==> src/design/dtr_pkg.sv <==
`timescale 1ns / 1ps

package dtr_pkg;

   // Beat kinds on the request channel
   localparam logic [1:0] MODE_TICK  = 2'd0;
   localparam logic [1:0] MODE_READ  = 2'd1;
   localparam logic [1:0] MODE_WRITE = 2'd2;

   // Register map
   localparam logic [15:0] ADDR_DIV  = 16'hFF04;
   localparam logic [15:0] ADDR_TIMA = 16'hFF05;
   localparam logic [15:0] ADDR_TMA  = 16'hFF06;
   localparam logic [15:0] ADDR_TAC  = 16'hFF07;

   // Reset values
   localparam logic [15:0] SYSTEM_COUNT_RESET = 16'hAB00;
   localparam logic [7:0]  CONTROL_RESET      = 8'hF8;

   // Reload countdown: all ones is idle, a reload fires when it reaches zero
   localparam logic [4:0] CD_IDLE  = 5'h1F;
   localparam logic [4:0] CD_START = 5'd8;
   localparam logic [4:0] CD_CANCEL_LO = 5'd5;
   localparam logic [4:0] CD_IGNORE_LO = 5'd1;
   localparam logic [4:0] CD_IGNORE_HI = 5'd4;

   localparam int TICKS_PER_CYCLE = 4;

   typedef struct packed {
      logic [15:0] system_count;
      logic [7:0]  tick_count;
      logic [7:0]  reload_value;
      logic [7:0]  control_byte;
      logic [4:0]  reload_countdown;
   } state_type;

   localparam state_type STATE_RESET = '{
      system_count:     SYSTEM_COUNT_RESET,
      tick_count:       8'h00,
      reload_value:     8'h00,
      control_byte:     CONTROL_RESET,
      reload_countdown: CD_IDLE
   };

endpackage

==> src/design/dtr_step.sv <==
`timescale 1ns / 1ps

module dtr_step (
   input  dtr_pkg::state_type cur_state,
   input  logic [1:0]         mode,
   input  logic [15:0]        address,
   input  logic [7:0]         write_data,
   output dtr_pkg::state_type nxt_state,
   output logic [7:0]         read_data,
   output logic               timer_irq
);

   // Divider bit watched by each select code
   function automatic logic sel_bit(input logic [15:0] cnt, input logic [1:0] sel);
      case (sel)
         2'd0:    sel_bit = cnt[9];
         2'd1:    sel_bit = cnt[3];
         2'd2:    sel_bit = cnt[5];
         default: sel_bit = cnt[7];
      endcase
   endfunction

   // Falling edge of the watched bit: count just became a multiple of the period
   function automatic logic tick_hit(input logic [15:0] cnt, input logic [1:0] sel);
      case (sel)
         2'd0:    tick_hit = (cnt[9:0] == '0);
         2'd1:    tick_hit = (cnt[3:0] == '0);
         2'd2:    tick_hit = (cnt[5:0] == '0);
         default: tick_hit = (cnt[7:0] == '0);
      endcase
   endfunction

   logic old_bit;
   logic old_en;
   logic glitch_sel;
   logic glitch_en;

   assign old_bit    = sel_bit(cur_state.system_count, cur_state.control_byte[1:0]);
   assign old_en     = cur_state.control_byte[2];
   assign glitch_sel = old_bit && !sel_bit(cur_state.system_count, write_data[1:0]);
   assign glitch_en  = old_en && !write_data[2];

   always_comb begin
      nxt_state = cur_state;
      read_data = 8'h00;
      timer_irq = 1'b0;
      case (mode)
         dtr_pkg::MODE_TICK: begin
            // Unroll the four ticks of one machine cycle
            for (int i = 0; i < dtr_pkg::TICKS_PER_CYCLE; i++) begin
               nxt_state.system_count = nxt_state.system_count + 16'd1;
               if (nxt_state.reload_countdown != dtr_pkg::CD_IDLE) begin
                  nxt_state.reload_countdown = nxt_state.reload_countdown - 5'd1;
               end
               if (nxt_state.reload_countdown == dtr_pkg::CD_IDLE) begin
                  if (nxt_state.control_byte[2] &&
                      tick_hit(nxt_state.system_count, nxt_state.control_byte[1:0])) begin
                     if (nxt_state.tick_count == 8'hFF) begin
                        nxt_state.tick_count       = 8'h00;
                        nxt_state.reload_countdown = dtr_pkg::CD_START;
                     end else begin
                        nxt_state.tick_count = nxt_state.tick_count + 8'd1;
                     end
                  end
               end else if (nxt_state.reload_countdown == 5'd0) begin
                  nxt_state.tick_count = nxt_state.reload_value;
                  timer_irq            = 1'b1;
               end
            end
         end
         dtr_pkg::MODE_READ: begin
            case (address)
               dtr_pkg::ADDR_DIV:  read_data = cur_state.system_count[15:8];
               dtr_pkg::ADDR_TIMA: read_data = cur_state.tick_count;
               dtr_pkg::ADDR_TMA:  read_data = cur_state.reload_value;
               dtr_pkg::ADDR_TAC:  read_data = cur_state.control_byte;
               default:            read_data = 8'h00;
            endcase
         end
         dtr_pkg::MODE_WRITE: begin
            case (address)
               dtr_pkg::ADDR_DIV: begin
                  // Clearing the divider can drop the watched bit
                  nxt_state.system_count = 16'h0000;
                  nxt_state.tick_count   = cur_state.tick_count + {7'd0, old_bit};
               end
               dtr_pkg::ADDR_TIMA: begin
                  // Cancel a pending reload early on, ignore the write late in it
                  if (cur_state.reload_countdown >= dtr_pkg::CD_CANCEL_LO &&
                      cur_state.reload_countdown <= dtr_pkg::CD_START) begin
                     nxt_state.reload_countdown = dtr_pkg::CD_IDLE;
                     nxt_state.tick_count       = write_data;
                  end else if (!(cur_state.reload_countdown >= dtr_pkg::CD_IGNORE_LO &&
                                 cur_state.reload_countdown <= dtr_pkg::CD_IGNORE_HI)) begin
                     nxt_state.tick_count = write_data;
                  end
               end
               dtr_pkg::ADDR_TMA: begin
                  nxt_state.reload_value = write_data;
               end
               dtr_pkg::ADDR_TAC: begin
                  // Select change and disable each may add an early tick
                  nxt_state.control_byte = write_data;
                  nxt_state.tick_count   = cur_state.tick_count + {7'd0, glitch_sel}
                                         + {7'd0, glitch_en};
               end
               default: begin
                  nxt_state = cur_state;
               end
            endcase
         end
         default: begin
            nxt_state = cur_state;
         end
      endcase
   end

endmodule

==> src/design/divider_timer_with_reload_top.sv <==
`timescale 1ns / 1ps

// Path: a request beat is captured in the request register, stepped, and held in the
// response register until taken; a response stalled by rsp_ready low holds the pipe.
// Throughput: one beat per cycle while responses are taken; the four ticks of a machine
// cycle are done in one pass of the step logic between request and response registers.
// Reset: synchronous, active high; the divider starts at 0xAB00, control at 0xF8,
// counter and modulo at zero, no reload pending, both pipeline registers empty.
module divider_timer_with_reload_top (
   input  logic        clock,
   input  logic        reset,
   input  logic        req_valid,
   output logic        req_ready,
   input  logic [1:0]  req_mode,
   input  logic [15:0] req_address,
   input  logic [7:0]  req_write_data,
   output logic        rsp_valid,
   input  logic        rsp_ready,
   output logic [7:0]  rsp_read_data,
   output logic        rsp_timer_irq
);

   logic               req_valid_ff;
   logic [1:0]         mode_ff;
   logic [15:0]        address_ff;
   logic [7:0]         write_data_ff;
   logic               rsp_valid_ff;
   logic               rsp_valid_in;
   logic [7:0]         read_data_ff;
   logic               timer_irq_ff;
   logic               step_go;
   logic               req_valid_in;
   logic [7:0]         read_data_in;
   logic               timer_irq_in;
   dtr_pkg::state_type state_ff;
   dtr_pkg::state_type state_in;

   // Advance the held beat when the response register is free or draining
   assign step_go      = req_valid_ff && (!rsp_valid_ff || rsp_ready);
   assign req_ready    = !req_valid_ff || step_go;
   assign req_valid_in = req_ready ? req_valid : req_valid_ff;
   assign rsp_valid_in = step_go ? 1'b1 : (rsp_valid_ff && !rsp_ready);

   dtr_step u_step (
      .cur_state  (state_ff),
      .mode       (mode_ff),
      .address    (address_ff),
      .write_data (write_data_ff),
      .nxt_state  (state_in),
      .read_data  (read_data_in),
      .timer_irq  (timer_irq_in)
   );

   // Control and timer state
   always_ff @(posedge clock) begin
      if (reset) begin
         req_valid_ff <= 1'b0;
         rsp_valid_ff <= 1'b0;
         state_ff     <= dtr_pkg::STATE_RESET;
      end else begin
         req_valid_ff <= req_valid_in;
         rsp_valid_ff <= rsp_valid_in;
         if (step_go) begin
            state_ff <= state_in;
         end
      end
   end

   // Capture the request beat
   always_ff @(posedge clock) begin
      if (req_valid && req_ready) begin
         mode_ff       <= req_mode;
         address_ff    <= req_address;
         write_data_ff <= req_write_data;
      end
   end

   // Hold the response beat until taken
   always_ff @(posedge clock) begin
      if (step_go) begin
         read_data_ff <= read_data_in;
         timer_irq_ff <= timer_irq_in;
      end
   end

   assign rsp_valid     = rsp_valid_ff;
   assign rsp_read_data = read_data_ff;
   assign rsp_timer_irq = timer_irq_ff;

endmodule
==> config.mk <==
export PLATFORM = sky130hd
export DESIGN_NAME = divider_timer_with_reload_top
export DESIGN_NICKNAME = d
export VERILOG_FILES = /design/src/design/dtr_pkg.sv /design/src/design/dtr_step.sv /design/src/design/divider_timer_with_reload_top.sv
export SDC_FILE = /design/constraint.sdc
export NUM_CORES = 1
export LEC_CHECK = 0
export BUFFER_PORTS_ARGS = -buffer_cell sky130_fd_sc_hd__buf_2
export CAP_MARGIN = 10
export CORE_MARGIN = 2
export CORE_UTILIZATION = 45
export DETAILED_ROUTE_END_ITERATION = 10
export PLACE_DENSITY_LB_ADDON = 0.3
export SYNTH_ARGS = -nofsm -noshare
export SYNTH_HDL_FRONTEND = slang
export SYNTH_SLANG_ARGS = --single-unit
==> constraint.sdc <==
create_clock -name clock -period 14.8 [get_ports clock]
set_input_delay 2.96 -clock clock [delete_from_list [all_inputs] [get_ports clock]]
set_output_delay 2.96 -clock clock [all_outputs]
set_load 0.02 [all_outputs]
==> impl_metrics.csv, run 1 <==
group,metric,value,unit
clock_network,cts_hold_buf,0,
clock_network,cts.clk_slew.worst_paths,70,ps
clock_network,clk_latency,340,ps
min_path,hold_path.class,"reg -> reg",
timing,finalClockSkew,9.12,ps
layout,instances_no_fill,978,
layout,nFillCells,1435,
logic_synthesis,seq_area_frac_synth,29.4,%
worst_setup_path,startpoint_type,"flip-flop",
clock_network,root_buffer,"clkbuf_16",
detailed_routing,wire_per_inst,19.4,µm
die,fp.dieW,126,µm
logic_synthesis,yosys-top-cells-count,"nand2_1, nor2_1, a21oi_1, dfxtp_1, o21ai_0",
detailed_routing,vias,6284,
worst_setup_path,crit_type,"reg -> reg",
placed_design,pre_cts_ws,8310,ps
grt,grt_pass1_vias,5737,
die,die_h,126,µm
die,dieArea,15900,µm²
detailed_routing,via_per_inst,6.43,
grt,grt_use_total,23.7,%
logic_synthesis,syn_nets,844,
clock_network,cts_resized,0,
grt,antenna_found_initial,0,
timing,tightestPinTransition,1040,ps
clock_network,numClockSinks,81,
placed_design,dp.cells,962,
timing,period_share,43.8,%
grt,grt_max_degree,40,
placed_design,io_buffers,40,
grt,grt_overflow_total,0,
clock_network,cts_setup_buffers,0,
layout,layout.nets,836,
layout,diodes,0,
logic_synthesis,synth-seq-cells,81,
clock_network,cts_max_level,3,
logic_synthesis,yosysTopAreaCell,"edfxtp_1",
layout,seqCellArea,1970,µm²
worst_setup_path,arrival,6750,ps
die,placementRows,44,
logic_synthesis,synthTopCellsByArea,"edfxtp_1, dfxtp_1, nand2_1",
logic_synthesis,synth_edf_count,35,
timing,setup_viol,0,
timing,hold_viol,0,
timing,whs,472,ps
timing,layout_setup_ws,8320,ps
layout,drive_gt1_share,13.6,%
layout,area_growth,6.92,%
detailed_routing,ant_nets,0,
clock_network,cts_tree,"built",
grt,grt_pass1_wl,30.5,mm
logic_synthesis,synth.top_cell.area_share,15.7,%
worst_setup_path,required,15060,ps
logic_synthesis,synth_flop_cell,"dfxtp_1",
logic_synthesis,syn_area,6710,µm²
die,start_util,46.1,%
detailed_routing,drt_iter0_drc,545,
logic_synthesis,ys_types,107,
pwr,power_density,108,nW/µm²
clock_network,numCtsBuffers,9,
logic_synthesis,syn-instance-count,797,
timing,finalCriticalPeriod,6480,ps
pwr,leakagePower,2.44,nW
placed_design,place_congestion,0.959,
detailed_routing,postRouteWirelength,18.9,mm
worst_setup_path,end_kind,"flip-flop",
clock_network,ctsLongestPathBuffers,2,
logic_synthesis,async_flop_share,0,%
worst_setup_path,critPathMaxFanout,13,
timing,final.setup.tns,0,ps
outcome,outcome,"complete, no violations",
timing,maxSlewHeadroom,30.8,%
logic_synthesis,ys_warn_count,0,
die,core,14500,µm²
logic_synthesis,synth_most_common_cell,"nand2_1",
detailed_routing,drt_pass1_iterations,7,
timing,slew_violations,0,
die,io_pins,41,
detailed_routing,drc_errors,0,
pwr,ir_drop,84.1,µV
placed_design,dp.final_hpwl,13.9,mm
layout,multi_input_area,4370,µm²
logic_synthesis,synth.avg_cell_area,8.41,µm²
timing,rsz0062_at_grt,"false",
flow_run,max-cap-violations,0,
timing,fmax,154,MHz
-- worst max-delay path, stage by stage, from the launching register on --
cell and delay [ps]:
dfxtp_1 630, inv_2 170, ha_1 390, nor4b_2 380, nand3_1 230, nand2_1 460
mux2_2 270, ha_1 390, nand4_1 230, or3_1 410, a21oi_1 220, nor2_1 70
ha_1 370, nand4_1 350, nor2_2 390, nor2_1 90, nor2_1 170, ha_1 240
o211ai_1 150, a2111oi_2 410, xnor2_1 160, a21oi_1 80, nor3_1 160
-- cells in the final DEF (no fill, tap or decap), drive strengths merged, types with 5 or more instances in the layout --
| cell type | netlist | final |
|---|---|---|
| nand2 | 80 | 80 |
| nor2 | 75 | 75 |
| a21oi | 54 | 54 |
| dfxtp | 46 | 46 |
| o21ai | 45 | 45 |
| buf | 28 | 43 |
| edfxtp | 35 | 35 |
| nand3 | 31 | 31 |
| nor3 | 25 | 25 |
| mux2i | 24 | 24 |
| xnor2 | 23 | 23 |
| inv | 17 | 23 |
| nand4 | 19 | 19 |
| a22oi | 17 | 17 |
| xor2 | 16 | 16 |
| ha | 16 | 16 |
| nor2b | 13 | 13 |
| o211ai | 12 | 12 |
| nand2b | 11 | 11 |
| and3 | 10 | 10 |
| or3 | 9 | 9 |
| clkbuf | 34 | 9 |
| a211oi | 9 | 9 |
| a31oi | 8 | 8 |
| o22ai | 8 | 8 |
| and2 | 8 | 8 |
| nand3b | 7 | 7 |
| and4 | 7 | 7 |
| nor4 | 7 | 7 |
| a211o | 6 | 6 |
| a311oi | 6 | 6 |
| a221oi | 6 | 6 |
| mux4 | 5 | 5 |
| o2111ai | 5 | 5 |
| or4 | 5 | 5 |
-- metrics by stage --
step                      util, %  total power, mW  cell area (µm²)
after floorplan                 -            0.474             6710
after global placement       47.2            0.538             6860
after detailed placement     47.2            0.536             6860
after CTS                    49.3            0.772             7170
after global routing         49.3            0.809             7170
final                        49.3            0.775             7170
-- kinds of logic after synthesis --
kind of cell | Yosys count | synth area share, %
XOR/XNOR | 39 | 5.49
AND/OR/NAND/NOR | 324 | 25.9
AO/OA/AOI/OAI | 226 | 24.6
multiplexers | 31 | 5.84
adder cells (fa/ha/maj) | 17 | 3.28
buffers and inverters | 79 | 5.45
flip-flops | 81 | 29.4
-- final cells by class --
type | instances | area share [%]
multi-input combinational | 637 | 60.9
sequential | 81 | 27.5
tap | 184 | 3.21
clock buffer | 9 | 3.14
timing repair buffer | 43 | 3.11
clock inverter | 7 | 1.22
inverter | 17 | 0.890
-- registers in the layout, summed over array words and instances, names as in the netlist --
name,count
address_ff,16
mode_ff,2
req_valid_ff,1
rsp_read_data,8
rsp_timer_irq,1
rsp_valid,1
state_ff,44
write_data_ff,8
-- report_power, final --
part           switching [mW]  total (mW)  internal [mW]
combinational           0.183       0.285          0.102
clock                  0.0996       0.235          0.135
sequential             0.0128       0.254          0.242
-- layer usage --
layer	track usage (%)	vias up	wire, µm
met5	0	-	0
met4	6.98	0	461
met3	6.84	32	1770
met2	34.2	273	7990
met1	34.4	2986	8710
li1	-	2993	-
-- final timing paths --
kind                 from      endpoint  slack [ps]  depth (start not counted)
max           state_ff[0]  state_ff[27]        8320                         22
min          state_ff[10]  state_ff[10]         470                          2
max reg2reg   state_ff[0]  state_ff[27]        8320                         22
min reg2reg  state_ff[10]  state_ff[10]         470                          2
Power figures use the tool's default switching activity.
==> run 2: changes to the inputs <==
--- a/config.mk
+++ b/config.mk
@@ -5,6 +5,7 @@
 export SDC_FILE = /design/constraint.sdc
 export NUM_CORES = 1
 export LEC_CHECK = 0
+export ABC_AREA = 1
 export BUFFER_PORTS_ARGS = -buffer_cell sky130_fd_sc_hd__buf_2
 export CAP_MARGIN = 10
 export CORE_MARGIN = 2
==> constraint.sdc (replaced) <==
create_clock -name clock -period 5.73 [get_ports clock]
set_input_delay 1.146 -clock clock [delete_from_list [all_inputs] [get_ports clock]]
set_output_delay 1.146 -clock clock [all_outputs]
set_load 0.02 [all_outputs]
==> impl_metrics.csv, run 2 <==
group,metric,value,unit
timing,finalCriticalPeriod,5100,ps
logic_synthesis,syn_area,6200,µm²
timing,slew_violations,0,
detailed_routing,drt_pass1_iterations,5,
clock_network,ctsLongestPathBuffers,2,
timing,hold_viol,0,
layout,top_register,"state_ff",
logic_synthesis,syn_nets,904,
clock_network,numCtsBuffers,9,
die,dieArea,14700,µm²
worst_setup_path,r2r-start,"state_ff[0]",
logic_synthesis,synth_flop_cell,"dfxtp_1",
placed_design,place_congestion,0.939,
grt,grt_max_degree,28,
clock_network,clk_latency,350,ps
layout,diodes,0,
worst_setup_path,crit_type,"reg -> reg",
placed_design,io_buffers,40,
die,fp.dieW,121,µm
timing,finalClockSkew,9.81,ps
pwr,leakagePower,2.96,nW
logic_synthesis,synthTopCellsByArea,"edfxtp_1, dfxtp_1, nand2_1",
clock_network,numClockSinks,81,
detailed_routing,postRouteWirelength,16.4,mm
logic_synthesis,syn-instance-count,857,
die,io_pins,41,
outcome,outcome,"complete, no violations",
placed_design,dp.final_hpwl,12.6,mm
timing,rsz0062_at_grt,"false",
detailed_routing,drc_errors,0,
layout,final_cell_mix,"nand2_1, inv_1, nor2_1",
logic_synthesis,synth.top_cell.area_share,17.0,%
layout,reg_top3,"state_ff: 44 flops, address_ff: 16 flops",
worst_setup_path,arrival,5290,ps
logic_synthesis,synth_edf_count,35,
logic_synthesis,async_flop_share,0,%
clock_network,cts_tree,"built",
layout,layout.nets,941,
grt,grt_pass1_vias,5586,
detailed_routing,via_per_inst,5.49,
timing,period_share,89.0,%
die,start_util,46.4,%
worst_setup_path,r2r-end,"state_ff[4]",
clock_network,cts_max_level,3,
detailed_routing,wire_per_inst,15.2,µm
pwr,power_density,251,nW/µm²
worst_setup_path,crit_path_max_incr_delay,440,ps
clock_network,root_buffer,"clkbuf_16",
layout,drive_gt1_share,15.6,%
logic_synthesis,synth_most_common_cell,"nand2_1",
timing,maxSlewHeadroom,34.8,%
grt,grt_pass1_wl,27.0,mm
placed_design,dp.cells,1059,
worst_setup_path,required,5930,ps
min_path,hold_path.class,"reg -> reg",
timing,fmax,196,MHz
timing,final.setup.tns,0,ps
worst_setup_path,r2r_setup_slack,630,ps
worst_setup_path,critPathLaunch,"state_ff[0]",
worst_setup_path,critPathMaxFanout,13,
worst_setup_path,slowest_stage,"dfxtp_1",
placed_design,placed_cell_area,6540,µm²
die,die_h,121,µm
logic_synthesis,ys_warn_count,0,
logic_synthesis,yosys-top-cells-count,"nand2_1, inv_1, nor2_1, nand3_1, a21oi_1",
detailed_routing,drt_iter0_drc,334,
pwr,ir_drop,272,µV
timing,tightestPinTransition,974,ps
worst_setup_path,crit_end,"state_ff[4]",
worst_setup_path,end_kind,"flip-flop",
worst_setup_path,startpoint_type,"flip-flop",
grt,grt_overflow_total,0,
timing,setup_viol,0,
logic_synthesis,ys_types,55,
layout,design_area,6870,µm²
layout,instances_no_fill,1075,
clock_network,cts.clk_slew.worst_paths,60,ps
flow_run,max-cap-violations,0,
logic_synthesis,yosysTopAreaCell,"edfxtp_1",
grt,grt_use_total,23.3,%
die,placementRows,42,
timing,layout_setup_ws,632,ps
layout,final_common_cell,"nand2_1",
die,core,13300,µm²
detailed_routing,ant_nets,0,
detailed_routing,vias,5900,
layout,largest_reg_flops,44,
grt,antenna_found_initial,0,
logic_synthesis,seq_area_frac_synth,31.8,%
logic_synthesis,synth-seq-cells,81,
worst_setup_path,reg2regPathDepth,33,
placed_design,pre_cts_ws,578,ps
logic_synthesis,synth.avg_cell_area,7.23,µm²
layout,area_growth,10.9,%
==> run 2: cell type report <==
class	count	area, µm²
fillers	1331	6480
inverters	127	479
well taps	176	220
clock inverters	7	108
repair buffers	43	223
multi-input cells	632	3640
flip-flops and latches	81	1970
clock buffers	9	225
==> run 2: worst min path at each step <==
stage                       from        end  slack [ps]  cells after the start
floorplan           req_valid_ff  rsp_valid         440                      2
global placement    req_valid_ff  rsp_valid         450                      2
detailed placement  req_valid_ff  rsp_valid         460                      2
CTS                 req_valid_ff  rsp_valid         470                      2
global route        req_valid_ff  rsp_valid         490                      2
finish              req_valid_ff  rsp_valid         470                      2
==> run 2: through the flow <==
stage | total power [mW] | util (%) | hold WS (ps)
2_1_floorplan | 1.00 | - | 444
3_3_place_gp | 1.09 | 49.0 | 454
3_5_place_dp | 1.09 | 49.0 | 464
4_1_cts | 1.73 | 51.5 | 473
5_1_grt | 1.82 | 51.5 | 487
6_report | 1.73 | 51.5 | 472
==> run 2: power breakdown <==
group | internal, mW | switching, mW | leakage [nW]
Sequential | 0.623 | 0.0157 | 0.711
Clock | 0.391 | 0.253 | 0.160
Combinational | 0.139 | 0.304 | 2.08
Total | 1.15 | 0.573 | 2.96
==> run 2: per-layer routing <==
metal	share of wire [%]	GRT usage (%)
met3	5.3	4.18
met1	45	30.1
met2	47	39.4
met4	2.8	7.61
met5	0	0
==> run 2: worst max-delay path, delay by kind of cell, from the launching register on <==
family                     cells  cell delay (ps)
DFF                            1              440
adders and majority gates      4              860
buffers and inverters          5              370
AOI/OAI and AO/OA              5              800
and+or+nand+nor               19             2470
==> run 2: timing repair <==
action / CTS / global route
gates resized for setup: 0 / 2
buffers inserted: 0 / 0
hold buffers: 0 / 0
setup endpoints to repair: 0 / 4
==> run 2: cells by family (layout without fill, tap and decap cells) <==
family	after synthesis	in the layout	share of synthesized area, %
simple gates	419	419	34.5
compound gates	168	168	16.7
buf+inv	144	186	9.39
flops	81	81	31.8
xor+xnor	28	28	4.08
fa+ha+maj	17	17	3.55
